### config.mk
export PLATFORM = sky130hd
export DESIGN_NAME = sba_kernel
export DESIGN_NICKNAME = d
export VERILOG_FILES = /design/src/design/sba_pkg.sv /design/src/design/sba_kernel.sv
export SDC_FILE = /design/constraint.sdc
export NUM_CORES = 1
export LEC_CHECK = 0
export BUFFER_PORTS_ARGS = -buffer_cell sky130_fd_sc_hd__clkbuf_2
export CAP_MARGIN = 20
export CORE_UTILIZATION = 45
export DETAILED_ROUTE_END_ITERATION = 8
export GPL_ROUTABILITY_DRIVEN = 1
export PLACE_DENSITY = 0.71
export SYNTH_ARGS = -nofsm -noshare
export SYNTH_HDL_FRONTEND = slang
export SYNTH_SLANG_ARGS = --single-unit
### constraint.sdc
create_clock -name i_clk -period 5.1 [get_ports i_clk]
set_clock_uncertainty 0.15 [all_clocks]
set_input_delay 0.51 -clock i_clk [delete_from_list [all_inputs] [get_ports i_clk]]
set_output_delay 0.51 -clock i_clk [all_outputs]
set_load 0.02 [all_outputs]
### src/design/sba_pkg.sv
package sba_pkg;

    localparam int PIX_W      = 8;
    localparam int MAX_WIDTH  = 1024;
    localparam int ADDR_W     = $clog2(MAX_WIDTH);
    localparam int COL_W      = ADDR_W;
    localparam int ROW_W      = 16;
    localparam int FW_W       = 11;
    localparam int FH_W       = 16;
    localparam int CFG_DATA_W = 16;
    localparam int LINE_W     = 2 * PIX_W;
    // |gradient| is at most 4 * 255, plus sign
    localparam int GRAD_W     = PIX_W + 4;
    localparam int MIN_DIM    = 3;
    localparam int PIX_MAX    = (1 << PIX_W) - 1;

    typedef logic [PIX_W-1:0]         t_pix;
    typedef logic [ADDR_W-1:0]        t_addr;
    typedef logic [COL_W-1:0]         t_col;
    typedef logic [ROW_W-1:0]         t_row;
    typedef logic [FW_W-1:0]          t_fwidth;
    typedef logic [FH_W-1:0]          t_fheight;
    typedef logic [CFG_DATA_W-1:0]    t_cfg_data;
    typedef logic [LINE_W-1:0]        t_line;
    typedef logic signed [GRAD_W-1:0] t_grad;

    typedef enum logic {
        CFG_FRAME_WIDTH  = 1'b0,
        CFG_FRAME_HEIGHT = 1'b1
    } t_cfg_idx;

    // position of one pixel in the frame, as seen at acceptance
    typedef struct packed {
        t_addr addr;
        logic  emit;
        logic  last;
    } t_pos;

    // one pixel with its two upper neighbors, heading into the window
    typedef struct packed {
        t_pix px;
        t_pix up1;
        t_pix up2;
        logic emit;
        logic last;
    } t_kin;

    function automatic t_grad pix_ext(input t_pix p);
        return t_grad'({{(GRAD_W-PIX_W){1'b0}}, p});
    endfunction

    function automatic t_pix abs_sat(input t_grad v);
        t_grad a;
        a = (v < 0) ? -v : v;
        return (a > t_grad'(PIX_MAX)) ? t_pix'(PIX_MAX) : a[PIX_W-1:0];
    endfunction

endpackage

### src/design/sba_kernel.sv
module sba_kernel (
    input  logic         i_clk,
    input  logic         i_rst_n,
    input  logic         i_advance,
    input  sba_pkg::t_kin i_kin,
    input  logic         i_stall,
    output logic         o_valid,
    output sba_pkg::t_pix o_horiz_grad,
    output sba_pkg::t_pix o_vert_grad,
    output logic         o_frame_last
);
    import sba_pkg::*;

    // window[row][col]: row 0 oldest line, col 2 newest column
    t_pix  r_win [3][3];
    t_pix  n_win [3][3];
    t_grad gx;
    t_grad gy;
    logic  r_valid;
    t_pix  r_hg;
    t_pix  r_vg;
    logic  r_last;

    always_comb begin
        for (int r = 0; r < 3; r++) begin
            n_win[r][0] = r_win[r][1];
            n_win[r][1] = r_win[r][2];
        end
        n_win[0][2] = i_kin.up2;
        n_win[1][2] = i_kin.up1;
        n_win[2][2] = i_kin.px;

        gx = (pix_ext(n_win[0][2]) - pix_ext(n_win[0][0]))
           + ((pix_ext(n_win[1][2]) - pix_ext(n_win[1][0])) <<< 1)
           + (pix_ext(n_win[2][2]) - pix_ext(n_win[2][0]));
        gy = (pix_ext(n_win[0][0]) + (pix_ext(n_win[0][1]) <<< 1) + pix_ext(n_win[0][2]))
           - (pix_ext(n_win[2][0]) + (pix_ext(n_win[2][1]) <<< 1) + pix_ext(n_win[2][2]));
    end

    always_ff @(posedge i_clk) begin
        if (!i_rst_n) begin
            r_valid <= 1'b0;
            for (int r = 0; r < 3; r++) begin
                for (int c = 0; c < 3; c++) begin
                    r_win[r][c] <= '0;
                end
            end
        end else begin
            if (i_advance) begin
                r_win <= n_win;
            end
            if (i_advance && i_kin.emit) begin
                r_valid <= 1'b1;
            end else if (!i_stall) begin
                r_valid <= 1'b0;
            end
        end
        if (i_advance && i_kin.emit) begin
            r_hg   <= abs_sat(gx);
            r_vg   <= abs_sat(gy);
            r_last <= i_kin.last;
        end
    end

    assign o_valid      = r_valid;
    assign o_horiz_grad = r_hg;
    assign o_vert_grad  = r_vg;
    assign o_frame_last = r_last;

endmodule

== Word-level counts from Yosys, hierarchy flattened ==
Index checks and enable logic that the tools add are counted.

* Reduce and logical (&&, ||, !) cells: 1
* Mux-type cells: 4
* Equal/unequal tests: 1
* Add/sub/neg operators: 12
* Magnitude comparators: 4

{| class="wikitable"
|+ Operators with widths
! kind !! count
|-
| subtractor 8 x 8 -> 9 bit || 3
|-
| greater-than comparator 12 x 9 -> 1 bit (second input constant) || 2
|-
| < comparator 12 x 1 -> 1 bit (second input constant) || 2
|-
| 2-to-1 mux 12 bit || 2
|-
| negation 12 bit || 2
|-
| adder 10 x 8 -> 11 bit || 2
|-
| adder 8 x 9 -> 10 bit || 2
|-
| adder 11 x 9 -> 12 bit || 1
|-
| subtractor 11 x 11 -> 12 bit || 1
|-
| adder 9 x 10 -> 11 bit || 1
|-
| 2-to-1 mux 1 bit || 2
|-
| inequality test 2 x 1 -> 1 bit (second input constant) || 1
|-
| logical AND 1 bit || 1
|}

* Output and inout port bits: 18
* Word-level logic and storage cells: 32
* Input port bits: 30
* Register bits after elaboration: 66

== Logic depth before layout (Yosys ltp) ==
* Depth in word-level cells: 6
* Mapped depth: 21
* Gate-level depth less buffers: 20

== Worst setup path before layout ==
OpenSTA, ideal clock, no wires.

* Path kind: input -> register
* Start: input i_kin[18] in the netlist's numbering
* End: register r_hg[1], in the netlist o_horiz_grad[1] (data pin)
* Cell stages on the path: 20
* Required time: 4,665 ps
* Arrival time: 4,560 ps
* Setup time: 285 ps
* Path slack: 105 ps
* Buffers on the path: 0
* Path through: inv_1 ha_1 inv_1 fa_1 a21o_1 a21oi_1 nor2b_1 o21a_1 o21ai_0 nand2_1 fa_1 inv_1 ha_1 or4_1 a221oi_1 a31oi_1 o211ai_2 nand2_1 a2111oi_4 o221ai_1

* Longest elaborated chain between the ends: 5
* Elaborated cells between the ends (all ways): 6
* Classes of those cells: add/sub (3); order compare (2); mux (1)

{| class="wikitable"
|+ Ends and longest elaborated chain
! element !! RTL line !! text
|-
| from (decl) || sba_kernel.sv:5 || <nowiki>input sba_pkg::t_kin i_kin,</nowiki>
|-
| subtractor 8 x 8 -> 9 bit (*) || sba_kernel.sv:35 || <nowiki>+ (pix_ext(n_win[2][2]) - pix_ext(n_win[2][0]));</nowiki>
|-
| adder 11 x 9 -> 12 bit (*) || sba_kernel.sv:35 ||
|-
| negation 12 bit or < comparator 12 x 1 -> 1 bit (tied branches) || sba_pkg.sv:54 || <nowiki>a = (v < 0) ? -v : v;</nowiki>
|-
| 2-to-1 mux 12 bit (*) || sba_pkg.sv:54 ||
|-
| greater-than comparator 12 x 9 -> 1 bit || sba_pkg.sv:55 || <nowiki>return (a > t_grad'(PIX_MAX)) ? t_pix'(PIX_MAX) : a[PIX_W-1:0];</nowiki>
|-
| to (signal assigned) || sba_kernel.sv:59 || <nowiki>r_hg <= abs_sat(gx);</nowiki>
|-
| to (decl) || sba_kernel.sv:20 || <nowiki>t_pix r_hg;</nowiki>
|}

Every way passes the cells marked *; elsewhere a longest branch is shown, timed or not.
A chain may end at the register's enable or synchronous reset.

== Final worst setup path ==
* Start: register r_win (netlist bit n_win[16])
* End: register r_hg[7], in the netlist o_horiz_grad[7] (data pin)

* Longest elaborated chain between the ends: 5
* Elaborated cells between the ends (all ways): 6
* Classes of those cells: add/sub (3); order compare (2); mux (1)

{| class="wikitable"
|+ Ends and longest elaborated chain
! element !! RTL line !! text
|-
| from (decl) || sba_kernel.sv:15 || <nowiki>t_pix r_win [3][3];</nowiki>
|-
| from (signal assigned) || sba_kernel.sv:50 || <nowiki>r_win <= n_win;</nowiki>
|-
| subtractor 8 x 8 -> 9 bit (*) || sba_kernel.sv:35 ||
|-
| adder 11 x 9 -> 12 bit (*) || sba_kernel.sv:35 ||
|-
| negation 12 bit or < comparator 12 x 1 -> 1 bit (tied branches) || sba_pkg.sv:54 ||
|-
| 2-to-1 mux 12 bit (*) || sba_pkg.sv:54 ||
|-
| greater-than comparator 12 x 9 -> 1 bit || sba_pkg.sv:55 ||
|}

Marks and branches as above.

==> run summary <==
status - finished clean
Yosys reg bits - 66
Final Util - 0.529
critical path class - flip-flop to flip-flop
clock sink count - 66
vias in the first global route - 4434
WL/cell - 13.5 um
Worst-path clk slew - 0.06 ns
router iterations before antenna repair - 4
f_max - 208 MHz
GP Congestion - 0.894
number of remaining DRC errors - 0
grt total ovfl - 0
final slew viol count - 0
H-tree depth - 3
Final Hold Fails - 0
largest net degree at the start of global routing - 50
first-pass GRT wire length - 19.9 mm
Post-DP HPWL - 9.47 mm
overall die height - 117 um
vias - 4491
setup_tns - 0 ns
Final setup viols - 0
PD cells - 518 nW/um2
RSZ-0062 raised after global routing - no
Commonest cells post-synth - inv_1 (114), nor2b_1 (56), mux2i_1 (50)
reg-to-reg startpoint - n_win[16]$_SDFFE_PN0P_
Placed Cells - 858
CP max FO - 7
crit end category - flip-flop
ranking of synthesized cells by area - dfxtp_1 (17%), fa_1 (15%), ha_1 (10%), edfxtp_1 (8.7%), mux2i_1 (8.5%)
violation count after the first detailed-route iteration - 210
die area - 13600 um2
CTS tree - done
Slew @ Worst Pin - 0.892 ns
syn_area_per_cell - 9.25 um2
fin nets - 820
Seq/Total Area, Yosys - 0.253
CP Launch Type - flip-flop
via density per instance - 5.14
Worst Setup SP - n_win[16]$_SDFFE_PN0P_
PortBufs - 47
layout cells sized above 1 - 0.130
Non-Filler Instances - 874
num rows - 41
ys flop type - dfxtp_1
Root Buffer Master - clkbuf_16
LEAKAGE - 3.03 nW
fraction of registers with async set/reset - 0
Tmin final - 4.80 ns
Rel. slew slack - 0.405
Initial Util - 0.464
Synth warnings - 0
Inserted Diodes - 0
worst min-delay path class - input pin to flip-flop
top-count cell post-synth - inv_1
fin area - 6730 um2
Synth cell types - 57
WP data required - 5.03 ns
maxcap violations - 0
fin crit share - 0.941
hold_sp - i_kin[0]
Routed WL - 11.8 mm
Die Wd - 117 um
GRT Util Overall - 0.191
Worst EP arrival - 4.73 ns
Layout area overhead - 14.0%
# IOs - 48
dpl cell area - 6410 um2
mapped cell area - 5900 um2
Post-DRT Antenna Nets - 0
Clock Latency Late Sink - 0.34 ns
CTS Buffer Depth - 2
largest area contributor in the netlist - dfxtp_1
Post-CTS Hold Fix Bufs - 0
initial antenna violation count - 0
post-synthesis cell count - 638
peak supply drop - 0.000194 V
Inserted Clock Buffers - 9
Synth Net Count - 761
Synth top area share - 0.166
Core ar. - 12700 um2
Post-synth EDFFs - 17
## sequential cells by signal, indices dropped and copies added, names as in the netlist
register / cells
o_valid: 1
o_horiz_grad: 8
o_frame_last: 1
n_win: 48
o_vert_grad: 8
## repair_timing
| item | CTS | global route |
|---|---|---|
| endpoints found under the setup margin | 0 | 8 |
| buffers inserted | 0 | 0 |
| gates resized for setup | 0 | 7 |
## final timing paths
kind / depth (start not counted) / slack [ns] / end
max: 20 / 0.30 / o_horiz_grad[7]$_SDFFCE_PN1P_
min: 1 / 0.19 / o_frame_last$_DFFE_PP_
max reg2reg: 20 / 0.30 / o_horiz_grad[7]$_SDFFCE_PN1P_
min reg2reg: 2 / 0.37 / n_win[32]$_SDFFE_PN0P_
## worst max-delay path, cell delays in order, from the launching register on
cell	delay, ns
dfxtp_2	0.36
ha_1	0.17
inv_1	0.05
fa_1	0.38
a21o_1	0.20
a21oi_2	0.18
nor2b_1	0.07
o21a_1	0.18
or3_1	0.30
nand2_1	0.08
fa_1	0.40
inv_1	0.07
ha_1	0.23
or4_1	0.52
a221oi_2	0.18
a31oi_1	0.08
o211ai_2	0.11
nand2_1	0.11
a2111oi_4	0.39
buf_4	0.22
o211ai_1	0.09
## cells in the final DEF, fill, tap and decap left out, types with 12 or more instances in the layout
master / instances
mux2i_1: 50
nor2b_1: 56
inv_1: 114
nand2b_1: 12
dfxtp_1: 48
nor2_1: 23
a21oi_1: 27
xnor2_1: 19
o21ai_0: 16
fa_1: 44
clkbuf_2: 47
ha_1: 49
nand3_1: 13
nand2_1: 18
edfxtp_1: 17
buf_4: 16
## metrics by stage
| stage | hold slack (ns) | worst slack [ns] | total power, mW |
|---|---|---|---|
| global route | 0.183 | 0.0181 | 3.78 |
| finish | 0.195 | 0.300 | 3.49 |
| detailed placement | 0.356 | -0.112 | 2.84 |
| floorplan | 0.332 | 0.105 | 2.34 |
| global placement | 0.338 | -0.00163 | 2.76 |
| CTS | 0.185 | 0.119 | 3.48 |
## area by class of cell
class,count,area (um2)
clock buffers,14,264
well taps,172,215
clock inverters,2,35.0
inverters,114,428
fillers,1152,5990
multi-input cells,443,3940
repair buffers,63,355
flip-flops and latches,66,1490
## metal layers
layer | up-vias | GRT usage | routed length [um]
met3 | 17 | 0.0426 | 512
met4 | 0 | 0.0692 | 223
met1 | 2130 | 0.243 | 5520
li1 | 2255 | - | -
met2 | 89 | 0.318 | 5580
met5 | - | 0 | 0
## power breakdown
| part | switching [mW] | internal, mW | total [mW] | leakage, nW |
|---|---|---|---|---|
| clock network | 0.228 | 0.405 | 0.632 | 0.147 |
| registers | 0.0233 | 0.646 | 0.670 | 0.543 |
| logic | 1.23 | 0.950 | 2.18 | 2.34 |
## kinds of logic after synthesis
logic type / share of synthesized area
compound gates: 0.131
xor+xnor: 0.0445
fa+ha+maj: 0.253
buf+inv: 0.0821
flops: 0.253
mux: 0.0848
simple gates: 0.152
No activity file was read; power rests on OpenSTA's default activity.
