## config.mk

```make
export PLATFORM = sky130hd
export DESIGN_NAME = sba_counter
export DESIGN_NICKNAME = d
export VERILOG_FILES = /design/src/design/sba_pkg.sv /design/src/design/sba_counter.sv
export SDC_FILE = /design/constraint.sdc
export NUM_CORES = 1
export LEC_CHECK = 0
export BUFFER_PORTS_ARGS = -buffer_cell sky130_fd_sc_hd__clkbuf_2
export CAP_MARGIN = 20
export CORE_ASPECT_RATIO = 0.5
export CORE_MARGIN = 1.5
export CORE_UTILIZATION = 35
export DETAILED_ROUTE_END_ITERATION = 10
export HOLD_SLACK_MARGIN = 0.06
export PLACE_DENSITY = 0.64
export SLEW_MARGIN = 20
export SYNTH_ARGS = -nofsm -noshare
export SYNTH_HDL_FRONTEND = slang
export SYNTH_SLANG_ARGS = --single-unit
```

## constraint.sdc

```tcl
create_clock -name i_clk -period 6.97 [get_ports i_clk]
set_clock_uncertainty 0.05 [all_clocks]
set_input_delay 1.7425 -clock i_clk [delete_from_list [all_inputs] [get_ports i_clk]]
set_output_delay 1.7425 -clock i_clk [all_outputs]
set_load 0.02 [all_outputs]
```

## src/design/sba_pkg.sv

```systemverilog
package sba_pkg;

    localparam int PIX_W      = 8;
    localparam int MAX_WIDTH  = 1024;
    localparam int ADDR_W     = $clog2(MAX_WIDTH);
    localparam int COL_W      = ADDR_W;
    localparam int ROW_W      = 16;
    localparam int FW_W       = 11;
    localparam int FH_W       = 16;
    localparam int CFG_DATA_W = 16;
    localparam int LINE_W     = 2 * PIX_W;
    // |gradient| is at most 4 * 255, plus sign
    localparam int GRAD_W     = PIX_W + 4;
    localparam int MIN_DIM    = 3;
    localparam int PIX_MAX    = (1 << PIX_W) - 1;

    typedef logic [PIX_W-1:0]         t_pix;
    typedef logic [ADDR_W-1:0]        t_addr;
    typedef logic [COL_W-1:0]         t_col;
    typedef logic [ROW_W-1:0]         t_row;
    typedef logic [FW_W-1:0]          t_fwidth;
    typedef logic [FH_W-1:0]          t_fheight;
    typedef logic [CFG_DATA_W-1:0]    t_cfg_data;
    typedef logic [LINE_W-1:0]        t_line;
    typedef logic signed [GRAD_W-1:0] t_grad;

    typedef enum logic {
        CFG_FRAME_WIDTH  = 1'b0,
        CFG_FRAME_HEIGHT = 1'b1
    } t_cfg_idx;

    // position of one pixel in the frame, as seen at acceptance
    typedef struct packed {
        t_addr addr;
        logic  emit;
        logic  last;
    } t_pos;

    // one pixel with its two upper neighbors, heading into the window
    typedef struct packed {
        t_pix px;
        t_pix up1;
        t_pix up2;
        logic emit;
        logic last;
    } t_kin;

    function automatic t_grad pix_ext(input t_pix p);
        return t_grad'({{(GRAD_W-PIX_W){1'b0}}, p});
    endfunction

    function automatic t_pix abs_sat(input t_grad v);
        t_grad a;
        a = (v < 0) ? -v : v;
        return (a > t_grad'(PIX_MAX)) ? t_pix'(PIX_MAX) : a[PIX_W-1:0];
    endfunction

endpackage

```

## src/design/sba_counter.sv

```systemverilog
module sba_counter (
    input  logic             i_clk,
    input  logic             i_rst_n,
    input  logic             i_advance,
    input  sba_pkg::t_fwidth  i_frame_width,
    input  sba_pkg::t_fheight i_frame_height,
    output sba_pkg::t_pos     o_pos
);
    import sba_pkg::*;

    t_col     r_col, n_col;
    t_row     r_row, n_row;
    t_fwidth  eff_w;
    t_fheight eff_h;
    t_col     last_col;
    t_row     last_row;
    logic     row_end;
    logic     frame_end;

    always_comb begin
        // clamp the frame width to what the line stores can hold, and both sizes to at least MIN_DIM
        if (i_frame_width < t_fwidth'(MIN_DIM)) begin
            eff_w = t_fwidth'(MIN_DIM);
        end else if (i_frame_width > t_fwidth'(MAX_WIDTH)) begin
            eff_w = t_fwidth'(MAX_WIDTH);
        end else begin
            eff_w = i_frame_width;
        end
        eff_h = (i_frame_height < t_fheight'(MIN_DIM)) ? t_fheight'(MIN_DIM)
                                                       : i_frame_height;
        last_col  = t_col'(eff_w - t_fwidth'(1));
        last_row  = t_row'(eff_h - t_fheight'(1));
        row_end   = (r_col >= last_col);
        frame_end = (r_row >= last_row);

        n_col = r_col;
        n_row = r_row;
        if (i_advance) begin
            if (row_end) begin
                n_col = '0;
                n_row = frame_end ? '0 : r_row + t_row'(1);
            end else begin
                n_col = r_col + t_col'(1);
            end
        end
    end

    always_ff @(posedge i_clk) begin
        if (!i_rst_n) begin
            r_col <= '0;
            r_row <= '0;
        end else begin
            r_col <= n_col;
            r_row <= n_row;
        end
    end

    assign o_pos.addr = t_addr'(r_col);
    assign o_pos.emit = (r_col >= t_col'(2)) && (r_row >= t_row'(2));
    assign o_pos.last = row_end && frame_end;

endmodule

```

## Word-level counts from Yosys, hierarchy flattened

Index checks and enable logic that the tools add are counted.

| word-level totals | value |
|---|---|
| latch bits | 0 |
| word-level logic and storage cells | 21 |
| output and inout bits | 12 |
| register bits after elaboration | 26 |
| memory bits (writable) | 0 |
| bits of input ports | 30 |
| ROM bits | 0 |
| memories | 0 |

| operators by class | value |
|---|---|
| div/mod/pow operators | 0 |
| shifts and indexed selects | 0 |
| $lt $le $gt $ge | 7 |
| reductions and logical operators | 3 |
| mux-type cells | 5 |
| $add $sub $neg | 4 |
| bitwise logic cells | 0 |
| multiply operators | 0 |
| eq/ne operators | 0 |

Operators with widths:

| kind | number |
|---|---|
| $mux 16 | 2 |
| $mux 10 | 3 |
| $add 16x1->16 const B | 1 |
| $ge 16x16->1 | 1 |
| $ge 16x2->1 const B | 1 |
| $lt 16x2->1 const B | 1 |
| $sub 16x1->16 const B | 1 |
| $gt 11x11->1 const B | 1 |
| $lt 11x2->1 const B | 1 |
| $add 10x1->10 const B | 1 |
| $ge 10x10->1 | 1 |
| $ge 10x2->1 const B | 1 |
| $sub 10x1->10 const B | 1 |
| $logic_and 1x1->1 | 2 |
| $reduce_and 2->1 | 1 |

## Longest topological paths before layout

Gate-level depths: netlist of the first run.

| logic depth | value |
|---|---|
| depth in word-level cells | 6 |
| gate-level depth with buffers | 17 |
| gate-level depth less buffers | 16 |

## Worst setup path after synthesis of the first run

Ideal clock, no wire load.

| path | value |
|---|---|
| path type | input port to output port |
| start | in i_frame_height[6] |
| end | out o_pos[0] in the netlist's numbering |
| data required time | 5.177 ns |
| arrival | 5.138 ns |
| setup slack | 0.040 ns |
| path buffers | 0 |
| cell stages on the path | 16 |
| path through | or4_4 > or4_4 > nor4_4 > nor2_1 > ha_1 > nand2_1 > or2_2 > nor2_1 > xnor2_1 > ha_1 > and4_1 > nand2_1 > or4_1 > nand2_1 > nor4_1 > nor2_1 |

RTL lines:

| element | RTL line | RTL |
|---|---|---|
| from (decl) | sba_counter.sv:6 | `input sba_pkg::t_fheight i_frame_height,` |
| to (decl) | sba_counter.sv:7 | `output sba_pkg::t_pos o_pos` |

==> results of run 1 <==
[flip-flops by register name, summed over array words and instances, names as in the netlist]
name / count
r_col: 10
r_row: 16
[synth_stat cells, types with 4 or more instances]
master / number
sky130_fd_sc_hd__inv_1: 7
sky130_fd_sc_hd__dfxtp_1: 26
sky130_fd_sc_hd__o21ai_0: 10
sky130_fd_sc_hd__nor4_1: 15
sky130_fd_sc_hd__nand2b_1: 6
sky130_fd_sc_hd__nor3_1: 7
sky130_fd_sc_hd__o21a_1: 5
sky130_fd_sc_hd__nand2_1: 20
sky130_fd_sc_hd__nor2_1: 39
sky130_fd_sc_hd__and3_1: 6
sky130_fd_sc_hd__a21oi_1: 10
sky130_fd_sc_hd__xor2_1: 9
sky130_fd_sc_hd__nor2b_1: 4
sky130_fd_sc_hd__nand4_1: 8
sky130_fd_sc_hd__xnor2_1: 22
sky130_fd_sc_hd__ha_1: 32
sky130_fd_sc_hd__nand3_1: 11
sky130_fd_sc_hd__a22o_1: 5
[report_power, final]
group	total (uW)	switching [uW]	internal, uW
clock	125	49.0	75.9
combinational	69.0	37.5	31.5
sequential	152	2.30	150
total	346	88.8	257
[timing repair]
action                     in CTS  in global routing
gates resized for setup         9                  5
setup buffers                   4                  0
pin swaps                      12                  3
setup endpoints to repair       1                  1
[metrics by stage]
step	hold slack [ns]	worst slack, ns	utilization [%]
after floorplan	0.458	0.0400	-
after global placement	0.506	0.00201	43.8
after detailed placement	0.509	-0.0778	43.8
after CTS	0.529	0.00306	46.0
after global routing	0.554	-0.0667	46.4
final	0.525	0.127	46.4
[worst min-delay path, cell delays in order (launching register included)]
cell and delay, ns:
sky130_fd_sc_hd__dfxtp_1 0.34, sky130_fd_sc_hd__xnor2_1 0.15, sky130_fd_sc_hd__nor2_1 0.04
[cells by family after synthesis]
group	after synthesis	synth area share, %
flip-flops	26	22.2
AO/OA/AOI/OAI	51	14.8
XOR/XNOR	31	11.6
buffers and inverters	12	2.19
adder cells (fa/ha/maj)	32	17.1
AND/OR/NAND/NOR	138	32.3
[how the worst min path moves through the flow]
stage / from / to / slack [ns] / depth (start not counted)
final: r_row[13] / r_row[13] / 0.52 / 2
after global routing: r_row[15] / r_row[15] / 0.55 / 2
after CTS: r_row[13] / r_row[13] / 0.53 / 2
after detailed placement: r_row[15] / r_row[15] / 0.51 / 2
after global placement: r_row[1] / r_row[1] / 0.51 / 2
after floorplan: r_row[1] / r_row[1] / 0.46 / 2
[final cells by class]
type | count | area (um2)
clock buffer | 3 | 75.1
fill | 639 | 3370
inverter | 7 | 26.3
multi-input combinational | 252 | 1830
sequential | 26 | 520
tap | 88 | 110
timing repair buffer | 60 | 350
[routing by layer]
metal / up-vias / routed length (um)
li1: 1185 / -
met1: 1047 / 2820
met2: 58 / 2560
met3: 6 / 234
met4: 0 / 66
met5: - / 0
==> impl_metrics.prom, run 1 <==
# TYPE chip_impl_metric gauge
chip_impl_info{name="run_status",value="complete, no violations"} 1
chip_impl_metric{name="finalPower",unit="uW"} 346
chip_impl_metric{name="globalRouteOverflowTotal",unit=""} 0
chip_impl_metric{name="dpl.hpwl",unit="um"} 4680
chip_impl_metric{name="worstPathBufferInverterCount",unit=""} 2
chip_impl_metric{name="vdd.ir_drop.worst",unit="uV"} 85.8
chip_impl_metric{name="worst-slew-pin-transition",unit="ns"} 0.652
chip_impl_metric{name="die_height",unit="um"} 60.9
chip_impl_metric{name="later_pin_clock_latency_in_the_skew_report",unit="ns"} 0.25
chip_impl_metric{name="post_cts_hold_buffer_count",unit=""} 0
chip_impl_metric{name="drc",unit=""} 0
chip_impl_metric{name="avgSynthCellArea",unit="um2"} 8.09
chip_impl_metric{name="dr.pass1.iters",unit=""} 4
chip_impl_info{name="netlist_top_cells_area",value="sky130_fd_sc_hd__dfxtp_1 22%, sky130_fd_sc_hd__ha_1 17%, sky130_fd_sc_hd__xnor2_1 8.2%"} 1
chip_impl_info{name="worstSetupEndpointType",value="output pin"} 1
chip_impl_info{name="worstSetupStartpoint",value="i_frame_height[6]"} 1
chip_impl_metric{name="setup_viol",unit=""} 0
chip_impl_metric{name="placed_cells",unit=""} 429
chip_impl_metric{name="drt-wirelength-per-cell",unit="um"} 13.0
chip_impl_metric{name="antenna_left",unit=""} 0
chip_impl_metric{name="ys.warnings.count",unit=""} 0
chip_impl_metric{name="cp.depth",unit=""} 18
chip_impl_metric{name="port_buffers",unit=""} 41
chip_impl_metric{name="final_cell_area",unit="um2"} 2920
chip_impl_metric{name="max-slew-margin-rel",unit="%"} 56.5
chip_impl_metric{name="final_layout_size_suffix_gt1_share",unit="%"} 23.6
chip_impl_metric{name="regToRegSetupSlack",unit="ns"} 4.08
chip_impl_metric{name="via_per_inst",unit=""} 5.27
chip_impl_metric{name="floorplan.initialDensity",unit="%"} 37.4
chip_impl_metric{name="grt_util_met2",unit="%"} 31.0
chip_impl_info{name="tritoncts",value="done"} 1
chip_impl_metric{name="row_count",unit=""} 20
chip_impl_metric{name="syn_area",unit="um2"} 2350
chip_impl_metric{name="final-max-slew-violation-count",unit=""} 0
chip_impl_metric{name="sink_count_of_the_clock_tree",unit=""} 26
chip_impl_metric{name="routabilityCongestion",unit=""} 0.907
chip_impl_metric{name="ys_async_sr_fraction",unit="%"} 0
chip_impl_metric{name="buffer_depth_of_the_longest_clock_path",unit=""} 2
chip_impl_metric{name="critical_path_arrival",unit="ns"} 5.05
chip_impl_info{name="setup.worst_path.end",value="o_pos[0]"} 1
chip_impl_info{name="criticalPathCategory",value="primary input to output pin"} 1
chip_impl_info{name="path_cells",value="clkbuf_2, or4_4, or4_4, nor4_4, nor2_2, ha_2, nand2_2, or2_4, nor2_1, xnor2_1, ha_1, and4_1, nand2_1, or4_4, nand2_2, nor4_2, nor2_1, buf_4"} 1
chip_impl_info{name="worst_path_dominant_cell_family",value="simple AND/OR/NAND/NOR gates"} 1
chip_impl_info{name="busiest_layer",value="met2"} 1
chip_impl_info{name="grt_setup_unrepaired",value="true"} 1
chip_impl_metric{name="min_period",unit="ns"} 6.84
chip_impl_metric{name="grt_util_met1",unit="%"} 21.2
chip_impl_metric{name="crit_path_max_fanout",unit=""} 3
chip_impl_metric{name="clock_tree.htree_level_count",unit=""} 1
chip_impl_metric{name="post_synth_num_cell_types",unit=""} 49
chip_impl_info{name="critical-path-slowest-cell",value="sky130_fd_sc_hd__or4_4"} 1
chip_impl_metric{name="area_delta_synth_final",unit="%"} 24.2
chip_impl_metric{name="grt_pass1_vias",unit=""} 2255
chip_impl_metric{name="timing_hold_violations_final",unit=""} 0
chip_impl_metric{name="synth_edf_count",unit=""} 0
chip_impl_info{name="ys.flop_type",value="sky130_fd_sc_hd__dfxtp_1"} 1
chip_impl_metric{name="share_of_the_clock_period_used_by_the_worst_path_after_layout",unit="%"} 98.2
chip_impl_metric{name="mappedNetlistNets",unit=""} 352
chip_impl_metric{name="critical_path_required_time",unit="ns"} 5.18
chip_impl_metric{name="floorplan.io_pins",unit=""} 42
chip_impl_metric{name="syn-instance-count",unit=""} 290
chip_impl_metric{name="synth-seq-cells",unit=""} 26
chip_impl_metric{name="drv.max_cap_violation_count",unit=""} 0
chip_impl_info{name="worst_setup_path_start_kind",value="primary input"} 1
chip_impl_metric{name="chipWidth",unit="um"} 119
chip_impl_metric{name="grt_start_max_net_pins",unit=""} 18
chip_impl_metric{name="power_leakage",unit="uW"} 0.00123
chip_impl_metric{name="dr.first_iter.drc_count",unit=""} 71
chip_impl_metric{name="vias",unit=""} 2296
chip_impl_metric{name="grt.met3_usage",unit="%"} 1.32
chip_impl_info{name="clock_root_buffer",value="sky130_fd_sc_hd__clkbuf_16"} 1
chip_impl_info{name="critPathMostFrequentCell",value="sky130_fd_sc_hd__or4_4"} 1
chip_impl_info{name="layout.cells.most_common",value="sky130_fd_sc_hd__clkbuf_2"} 1
chip_impl_metric{name="core_region_area",unit="um2"} 6280
chip_impl_metric{name="cells_on_worst_reg2reg_path",unit=""} 8
chip_impl_info{name="regToRegEndpoint",value="r_row[13]"} 1
chip_impl_metric{name="grt_first_pass_wirelength",unit="um"} 9760
chip_impl_info{name="yosys.area.top_type",value="sky130_fd_sc_hd__dfxtp_1"} 1
chip_impl_metric{name="track_usage",unit="%"} 16.5
chip_impl_metric{name="finalSetupTns",unit="ns"} 0
chip_impl_metric{name="nNetsFinal",unit=""} 412
chip_impl_metric{name="dpl_cell_area",unit="um2"} 2750
chip_impl_metric{name="synthDominantCellAreaShare",unit="%"} 22.2
chip_impl_info{name="min-delay-path-class",value="flip-flop to flip-flop"} 1
chip_impl_metric{name="timing.critical_path.slowest_cell_delay",unit="ns"} 0.53
chip_impl_info{name="rr_startpoint",value="r_col[4]"} 1
chip_impl_metric{name="drt_wl_total",unit="um"} 5680
chip_impl_info{name="layout.cells.most_common_list",value="40 x sky130_fd_sc_hd__clkbuf_2, 38 x sky130_fd_sc_hd__nor2_1, 31 x sky130_fd_sc_hd__ha_1"} 1
chip_impl_metric{name="layoutNonFillerInstCount",unit=""} 436
chip_impl_metric{name="number_of_buffers_added_by_the_clock_tree_synthesis_step",unit=""} 3
chip_impl_metric{name="antennaDiodeCount",unit=""} 0
chip_impl_metric{name="achievable-frequency",unit="MHz"} 146
chip_impl_metric{name="grt_antenna_before_repair",unit=""} 0
chip_impl_metric{name="p_per_area",unit="nW/um2"} 119
chip_impl_metric{name="design.die.area",unit="um2"} 7240
chip_impl_metric{name="seq_area_frac_synth",unit="%"} 22.2
chip_impl_metric{name="cts.clk_slew.worst_paths",unit="ns"} 0.06
Note: power is estimated with default switching activity, not from simulation.
==> run 2, diff against run 1 <==
--- a/config.mk
+++ b/config.mk
@@ -10,7 +10,9 @@
 export CORE_ASPECT_RATIO = 0.5
 export CORE_MARGIN = 1.5
 export CORE_UTILIZATION = 35
+export CTS_BUF_LIST = sky130_fd_sc_hd__clkbuf_8
 export DETAILED_ROUTE_END_ITERATION = 10
+export GPL_ROUTABILITY_DRIVEN = 0
 export HOLD_SLACK_MARGIN = 0.06
 export PLACE_DENSITY = 0.64
 export SLEW_MARGIN = 20
==> run 2 against run 1 <==
Effect of this change:
- final cell count grew 1.1%
- global-route usage grew 0.33 points
- core utilization grew 0.40 points
- register-to-register slack is essentially flat
- combinational power grew 3%
- non-clock buffer count grew 4
- routed wire length grew 2.7%
- largest power group unchanged
- critical path depth is the same
- fmax shrank 0.33%
- power grew 0.67%
==> impl_metrics.prom, run 2 (synthesis results as in run 1) <==
# TYPE chip_impl_metric gauge
chip_impl_metric{name="dpl_cell_area",unit="um2"} 2740
chip_impl_metric{name="met1_wire_length",unit="um"} 2900
chip_impl_metric{name="critical_path_arrival",unit="ns"} 5.07
chip_impl_metric{name="antennaDiodeCount",unit=""} 0
chip_impl_metric{name="grt_antenna_before_repair",unit=""} 0
chip_impl_metric{name="port_buffers",unit=""} 41
chip_impl_metric{name="globalRouteOverflowTotal",unit=""} 0
chip_impl_metric{name="sink_count_of_the_clock_tree",unit=""} 26
chip_impl_metric{name="setup_ws",unit="ns"} 0.104
chip_impl_metric{name="final_cell_area",unit="um2"} 2940
chip_impl_metric{name="grt_pass1_vias",unit=""} 2189
chip_impl_info{name="criticalPathCategory",value="primary input to output pin"} 1
chip_impl_metric{name="area_delta_synth_final",unit="%"} 25.3
chip_impl_info{name="tritoncts",value="done"} 1
chip_impl_metric{name="p_per_area",unit="nW/um2"} 118
chip_impl_metric{name="fillers",unit=""} 631
chip_impl_metric{name="final.hold.worst_slack",unit="ns"} 0.530
chip_impl_metric{name="design.die.area",unit="um2"} 7240
chip_impl_metric{name="timing_hold_violations_final",unit=""} 0
chip_impl_metric{name="number_of_buffers_added_by_the_clock_tree_synthesis_step",unit=""} 3
chip_impl_metric{name="grt_start_max_net_pins",unit=""} 18
chip_impl_metric{name="core_region_area",unit="um2"} 6280
chip_impl_metric{name="min_period",unit="ns"} 6.87
chip_impl_metric{name="power_leakage",unit="uW"} 0.00125
chip_impl_metric{name="row_count",unit=""} 20
chip_impl_metric{name="final_layout_size_suffix_gt1_share",unit="%"} 24.9
chip_impl_metric{name="placed_cells",unit=""} 428
chip_impl_info{name="grt_setup_unrepaired",value="true"} 1
chip_impl_metric{name="vias",unit=""} 2372
chip_impl_metric{name="share_of_the_clock_period_used_by_the_worst_path_after_layout",unit="%"} 98.5
chip_impl_metric{name="finalPower",unit="uW"} 348
chip_impl_metric{name="antenna_left",unit=""} 0
chip_impl_metric{name="post_cts_hold_buffer_count",unit=""} 0
chip_impl_metric{name="chipWidth",unit="um"} 119
chip_impl_metric{name="drc",unit=""} 0
chip_impl_metric{name="crit_path_max_fanout",unit=""} 3
chip_impl_info{name="largest-register",value="r_row"} 1
chip_impl_metric{name="wl_met3",unit="um"} 203
chip_impl_metric{name="dr.pass1.iters",unit=""} 4
chip_impl_metric{name="via_per_inst",unit=""} 5.38
chip_impl_metric{name="critical_path_required_time",unit="ns"} 5.18
chip_impl_info{name="layout.cells.most_common",value="sky130_fd_sc_hd__clkbuf_2"} 1
chip_impl_metric{name="routed-wl-met2",unit="um"} 2670
chip_impl_metric{name="floorplan.initialDensity",unit="%"} 37.4
chip_impl_metric{name="drt-wirelength-per-cell",unit="um"} 13.2
chip_impl_metric{name="dpl.hpwl",unit="um"} 4700
chip_impl_metric{name="worst-slew-pin-transition",unit="ns"} 0.640
chip_impl_metric{name="dr.first_iter.drc_count",unit=""} 101
chip_impl_info{name="run_status",value="complete, no violations"} 1
chip_impl_metric{name="vdd.ir_drop.worst",unit="uV"} 65.9
chip_impl_info{name="worst_setup_path_start_kind",value="primary input"} 1
chip_impl_info{name="worstSetupEndpointType",value="output pin"} 1
chip_impl_metric{name="cts.clk_slew.worst_paths",unit="ns"} 0.09
chip_impl_metric{name="max-slew-margin-rel",unit="%"} 57.3
chip_impl_metric{name="drt_wl_total",unit="um"} 5840
chip_impl_metric{name="final-max-slew-violation-count",unit=""} 0
chip_impl_metric{name="buffer_depth_of_the_longest_clock_path",unit=""} 2
chip_impl_metric{name="grt_first_pass_wirelength",unit="um"} 9800
chip_impl_metric{name="achievable-frequency",unit="MHz"} 146
chip_impl_info{name="clock_root_buffer",value="sky130_fd_sc_hd__clkbuf_8"} 1
chip_impl_metric{name="floorplan.io_pins",unit=""} 42
chip_impl_metric{name="later_pin_clock_latency_in_the_skew_report",unit="ns"} 0.27
chip_impl_info{name="min-delay-path-class",value="flip-flop to flip-flop"} 1
chip_impl_metric{name="largest_register_ff_count",unit=""} 16
chip_impl_info{name="reg.largest.list",value="r_row x16, r_col x10"} 1
chip_impl_metric{name="register_area",unit="um2"} 520
chip_impl_metric{name="drv.max_cap_violation_count",unit=""} 0
chip_impl_metric{name="track_usage",unit="%"} 16.9
chip_impl_metric{name="multiInputGateArea",unit="um2"} 1830
chip_impl_metric{name="nNetsFinal",unit=""} 416
chip_impl_metric{name="layoutNonFillerInstCount",unit=""} 441
chip_impl_metric{name="die_height",unit="um"} 60.9
chip_impl_metric{name="clock_tree.htree_level_count",unit=""} 1
chip_impl_info{name="dr.max_layer_used",value="met4"} 1
chip_impl_metric{name="setup_viol",unit=""} 0
chip_impl_metric{name="placement.setup.worst_slack",unit="ns"} -0.110
chip_impl_info{name="layout.cells.most_common_list",value="39 x sky130_fd_sc_hd__clkbuf_2, 37 x sky130_fd_sc_hd__nor2_1, 31 x sky130_fd_sc_hd__ha_1"} 1
run 2: worst max-delay path, stage by stage:
cell and delay [ns]:
sky130_fd_sc_hd__buf_6 0.09, sky130_fd_sc_hd__or4_4 0.52, sky130_fd_sc_hd__or4_4 0.45, sky130_fd_sc_hd__nor4_4 0.21
sky130_fd_sc_hd__nor2_2 0.07, sky130_fd_sc_hd__ha_2 0.20, sky130_fd_sc_hd__nand2_2 0.06, sky130_fd_sc_hd__or2_4 0.11
sky130_fd_sc_hd__nor2_2 0.03, sky130_fd_sc_hd__xnor2_1 0.13, sky130_fd_sc_hd__ha_1 0.29, sky130_fd_sc_hd__and4_1 0.21
sky130_fd_sc_hd__nand2_1 0.08, sky130_fd_sc_hd__or4_4 0.49, sky130_fd_sc_hd__nand2_2 0.08, sky130_fd_sc_hd__nor4_2 0.04
sky130_fd_sc_hd__nor2_1 0.11, sky130_fd_sc_hd__buf_4 0.15
run 2: final timing paths:
path | slack [ns] | from | endpoint | cells past startpoint
worst max-delay path | 0.10 | i_frame_height[3] | o_pos[0] | 18
worst min register to register | 0.53 | r_col[0] | r_col[0] | 2
worst max register to register | 4.07 | r_col[4] | r_row[9] | 8
worst min-delay path | 0.53 | r_col[0] | r_col[0] | 2
run 2: timing repair:
item / in CTS / in global routing
buffers inserted: 9 / 0
pin swaps: 14 / 4
endpoints found under the setup margin: 1 / 1
gates resized for setup: 10 / 6
run 2: cell type report:
| type | count | share of cell area [%] |
|---|---|---|
| Tap cell | 88 | 3.74 |
| Sequential cell | 26 | 17.7 |
| Clock buffer | 3 | 1.40 |
| Clock inverter | 1 | 1.02 |
| Inverter | 7 | 0.894 |
| Multi-Input combinational cell | 252 | 62.1 |
| Timing Repair Buffer | 64 | 13.1 |
run 2: per-layer routing:
metal  GRT usage, %  vias to the layer above
met4           3.44                        0
met1           21.1                     1106
met2           32.4                       55
met3           2.16                        8
li1               -                     1203
met5              0                        -
run 2: through the flow:
step / TNS [ns] / utilization [%]
after floorplan: 0 / -
after global routing: -0.0470 / 46.8
after CTS: 0 / 46.4
final: 0 / 46.8
after global placement: 0 / 43.7
after detailed placement: -0.110 / 43.7
run 2: power breakdown:
part / switching [uW] / internal [uW]
registers: 2.27 / 150
clock network: 48.7 / 76.9
logic: 37.8 / 33.1
total: 88.7 / 260
==> run 3, diff against run 2 <==
--- a/config.mk
+++ b/config.mk
@@ -5,16 +5,16 @@
 export SDC_FILE = /design/constraint.sdc
 export NUM_CORES = 1
 export LEC_CHECK = 0
-export BUFFER_PORTS_ARGS = -buffer_cell sky130_fd_sc_hd__clkbuf_2
 export CAP_MARGIN = 20
 export CORE_ASPECT_RATIO = 0.5
 export CORE_MARGIN = 1.5
 export CORE_UTILIZATION = 35
 export CTS_BUF_LIST = sky130_fd_sc_hd__clkbuf_8
 export DETAILED_ROUTE_END_ITERATION = 10
+export DONT_BUFFER_PORTS = 1
 export GPL_ROUTABILITY_DRIVEN = 0
 export HOLD_SLACK_MARGIN = 0.06
-export PLACE_DENSITY = 0.64
+export PLACE_DENSITY = 0.59
 export SLEW_MARGIN = 20
 export SYNTH_ARGS = -nofsm -noshare
 export SYNTH_HDL_FRONTEND = slang
==> run 3 against run 2 <==
Effect of this change:
- highest routed layer unchanged
- power is 15% lower
- sequential power about the same
- combinational power is 36% lower
- via count decreased by 12%
- count of clock-buffer cells in the layout is 1 higher
- setup slack worse by 0.087 ns
- fmax decreased by 1.3%
- global-route usage fell by 0.65 points
- routed wire length decreased by 6.2%
==> impl_metrics.prom, run 3 (synthesis results as in run 1) <==
# TYPE chip_impl_metric gauge
chip_impl_metric{name="min_period",unit="ns"} 6.95
chip_impl_info{name="worst_path_dominant_cell_family",value="simple AND/OR/NAND/NOR gates"} 1
chip_impl_metric{name="core_region_area",unit="um2"} 6280
chip_impl_metric{name="power_leakage",unit="uW"} 0.000979
chip_impl_metric{name="fillers",unit=""} 646
chip_impl_metric{name="floorplan.io_pins",unit=""} 42
chip_impl_metric{name="dr.pass1.iters",unit=""} 4
chip_impl_metric{name="clock_tree.htree_level_count",unit=""} 1
chip_impl_metric{name="chipWidth",unit="um"} 119
chip_impl_metric{name="drc",unit=""} 0
chip_impl_metric{name="switching_power",unit="uW"} 74.4
chip_impl_metric{name="worst-slew-pin-transition",unit="ns"} 0.672
chip_impl_metric{name="cell_internal_power",unit="uW"} 222
chip_impl_metric{name="final.hold.worst_slack",unit="ns"} 0.521
chip_impl_info{name="dr.max_layer_used",value="met4"} 1
chip_impl_metric{name="wl_met3",unit="um"} 257
chip_impl_metric{name="critical_path_arrival",unit="ns"} 5.16
chip_impl_info{name="tritoncts",value="done"} 1
chip_impl_metric{name="number_of_buffers_added_by_the_clock_tree_synthesis_step",unit=""} 3
chip_impl_info{name="min-delay-path-class",value="flip-flop to flip-flop"} 1
chip_impl_metric{name="timing.critical_path.slowest_cell_delay",unit="ns"} 0.55
chip_impl_metric{name="nNetsFinal",unit=""} 358
chip_impl_metric{name="register_area",unit="um2"} 520
chip_impl_info{name="layout.cells.most_common_list",value="37 x sky130_fd_sc_hd__nor2_1, 31 x sky130_fd_sc_hd__ha_1, 26 x sky130_fd_sc_hd__dfxtp_1"} 1
chip_impl_metric{name="dr.first_iter.drc_count",unit=""} 143
chip_impl_metric{name="post-cts-setup-buffers",unit=""} 0
chip_impl_metric{name="dpl.hpwl",unit="um"} 4450
chip_impl_metric{name="clkPwrFrac",unit="%"} 32.7
chip_impl_metric{name="drv.max_cap_violation_count",unit=""} 0
chip_impl_metric{name="crit_path_max_fanout",unit=""} 3
chip_impl_metric{name="multiInputGateArea",unit="um2"} 1800
chip_impl_info{name="layout.cells.most_common",value="sky130_fd_sc_hd__nor2_1"} 1
chip_impl_metric{name="comb_power_share",unit="%"} 15.4
chip_impl_metric{name="vias",unit=""} 2086
chip_impl_metric{name="part_of_the_power_in_registers",unit="%"} 51.9
chip_impl_metric{name="grt_start_max_net_pins",unit=""} 18
chip_impl_metric{name="port_buffers",unit=""} 0
chip_impl_info{name="critical-path-slowest-cell",value="sky130_fd_sc_hd__or4_4"} 1
chip_impl_metric{name="finalPower",unit="uW"} 296
chip_impl_metric{name="grt_pass1_vias",unit=""} 2105
chip_impl_metric{name="achievable-frequency",unit="MHz"} 144
chip_impl_metric{name="track_usage",unit="%"} 16.2
chip_impl_info{name="worstSetupEndpointType",value="output pin"} 1
chip_impl_metric{name="placed_cells",unit=""} 379
chip_impl_info{name="worst_setup_path_start_kind",value="primary input"} 1
chip_impl_info{name="clock_root_buffer",value="sky130_fd_sc_hd__clkbuf_8"} 1
chip_impl_metric{name="met1_wire_length",unit="um"} 2740
chip_impl_info{name="criticalPathCategory",value="primary input to output pin"} 1
chip_impl_metric{name="share_of_the_clock_period_used_by_the_worst_path_after_layout",unit="%"} 99.8
chip_impl_metric{name="die_height",unit="um"} 60.9
chip_impl_metric{name="timing_hold_violations_final",unit=""} 0
chip_impl_metric{name="antennaDiodeCount",unit=""} 0
chip_impl_metric{name="sink_count_of_the_clock_tree",unit=""} 26
chip_impl_metric{name="worstPathBufferInverterCount",unit=""} 1
chip_impl_info{name="largest-register",value="r_row"} 1
chip_impl_metric{name="drt-wirelength-per-cell",unit="um"} 14.3
chip_impl_metric{name="design.die.area",unit="um2"} 7240
chip_impl_metric{name="final_layout_size_suffix_gt1_share",unit="%"} 9.49
chip_impl_metric{name="row_count",unit=""} 20
chip_impl_metric{name="p_per_area",unit="nW/um2"} 116
chip_impl_metric{name="vdd.ir_drop.worst",unit="uV"} 55.0
chip_impl_metric{name="antenna_left",unit=""} 0
chip_impl_info{name="run_status",value="complete, no violations"} 1
chip_impl_metric{name="max-slew-margin-rel",unit="%"} 54.6
chip_impl_metric{name="cts.clk_slew.worst_paths",unit="ns"} 0.09
chip_impl_info{name="path_cells",value="or4_4, or4_4, nor4_4, nor2_1, ha_2, nand2_2, or2_4, nor2_2, xnor2_1, ha_1, and4_1, nand2_2, or4_4, nand2_2, nor4_1, nor2_1, buf_4"} 1
chip_impl_metric{name="sw_frac_of_total",unit="%"} 25.1
chip_impl_metric{name="globalRouteOverflowTotal",unit=""} 0
chip_impl_metric{name="routed-wl-met2",unit="um"} 2450
chip_impl_metric{name="setup_viol",unit=""} 0
chip_impl_metric{name="floorplan.initialDensity",unit="%"} 37.4
chip_impl_info{name="reg.largest.list",value="r_row x16, r_col x10"} 1
chip_impl_metric{name="final-max-slew-violation-count",unit=""} 0
chip_impl_metric{name="grt_first_pass_wirelength",unit="um"} 9520
chip_impl_metric{name="layoutNonFillerInstCount",unit=""} 383
chip_impl_metric{name="later_pin_clock_latency_in_the_skew_report",unit="ns"} 0.27
chip_impl_metric{name="drt_wl_total",unit="um"} 5480
chip_impl_metric{name="largest_register_ff_count",unit=""} 16
chip_impl_metric{name="grt_antenna_before_repair",unit=""} 0
chip_impl_info{name="grt_setup_unrepaired",value="true"} 1
chip_impl_metric{name="area_delta_synth_final",unit="%"} 8.80
chip_impl_metric{name="via_per_inst",unit=""} 5.45
chip_impl_metric{name="buffer_depth_of_the_longest_clock_path",unit=""} 2
chip_impl_metric{name="critical_path_required_time",unit="ns"} 5.18
-- run 3: worst min-delay path: cells and delay by family, from the launching register on --
kind	cells	cell delay, ns
compound gates	1	0.06
flops	1	0.38
simple gates	1	0.09
-- run 3: layout make-up --
type                       count  area share, %
multi-input combinational    252           70.4
sequential                    26           20.4
inverter                       7           1.03
tap                           88           4.31
clock buffer                   4           2.16
timing repair buffer           6           1.76
-- run 3: worst paths after layout --
path / from / to / slack, ns / cells past startpoint
worst max-delay path: i_frame_height[6] / o_pos[0] / 0.02 / 17
worst min-delay path: r_row[1] / r_row[1] / 0.52 / 2
worst max register to register: r_col[4] / r_row[8] / 3.92 / 8
worst min register to register: r_row[1] / r_row[1] / 0.52 / 2
-- run 3: power by group through the flow --
| stage | combinational [uW] | sequential [uW] | clock (uW) |
|---|---|---|---|
| floorplan | 36.8 | 157 | 0 |
| global placement | 43.5 | 157 | 0 |
| detailed placement | 45.1 | 157 | 0 |
| CTS | 45.6 | 154 | 103 |
| global route | 52.4 | 154 | 109 |
| finish | 45.6 | 154 | 97.0 |
-- run 3: metrics by stage --
step                      TNS [ns]  util, %  instance area (um2)  setup slack (ns)
after global placement           0     39.4                 2480            0.0789
after global routing        -0.124     40.7                 2550            -0.124
after floorplan                  0        -                 2350            0.0400
after CTS                  -0.0181     40.4                 2540           -0.0181
after detailed placement   -0.0376     39.4                 2480           -0.0376
final                            0     40.7                 2550            0.0171
-- run 3: layer usage --
metal  track usage [%]  vias up
met5                 0        -
met3              2.35        2
met1              20.6      963
li1                  -     1078
met2              30.2       43
met4              3.61        0
-- run 3: timing repair --
item / in CTS / in global routing
gates resized for setup: 1 / 7
setup endpoints to repair: 1 / 1
hold buffers: 0 / 0
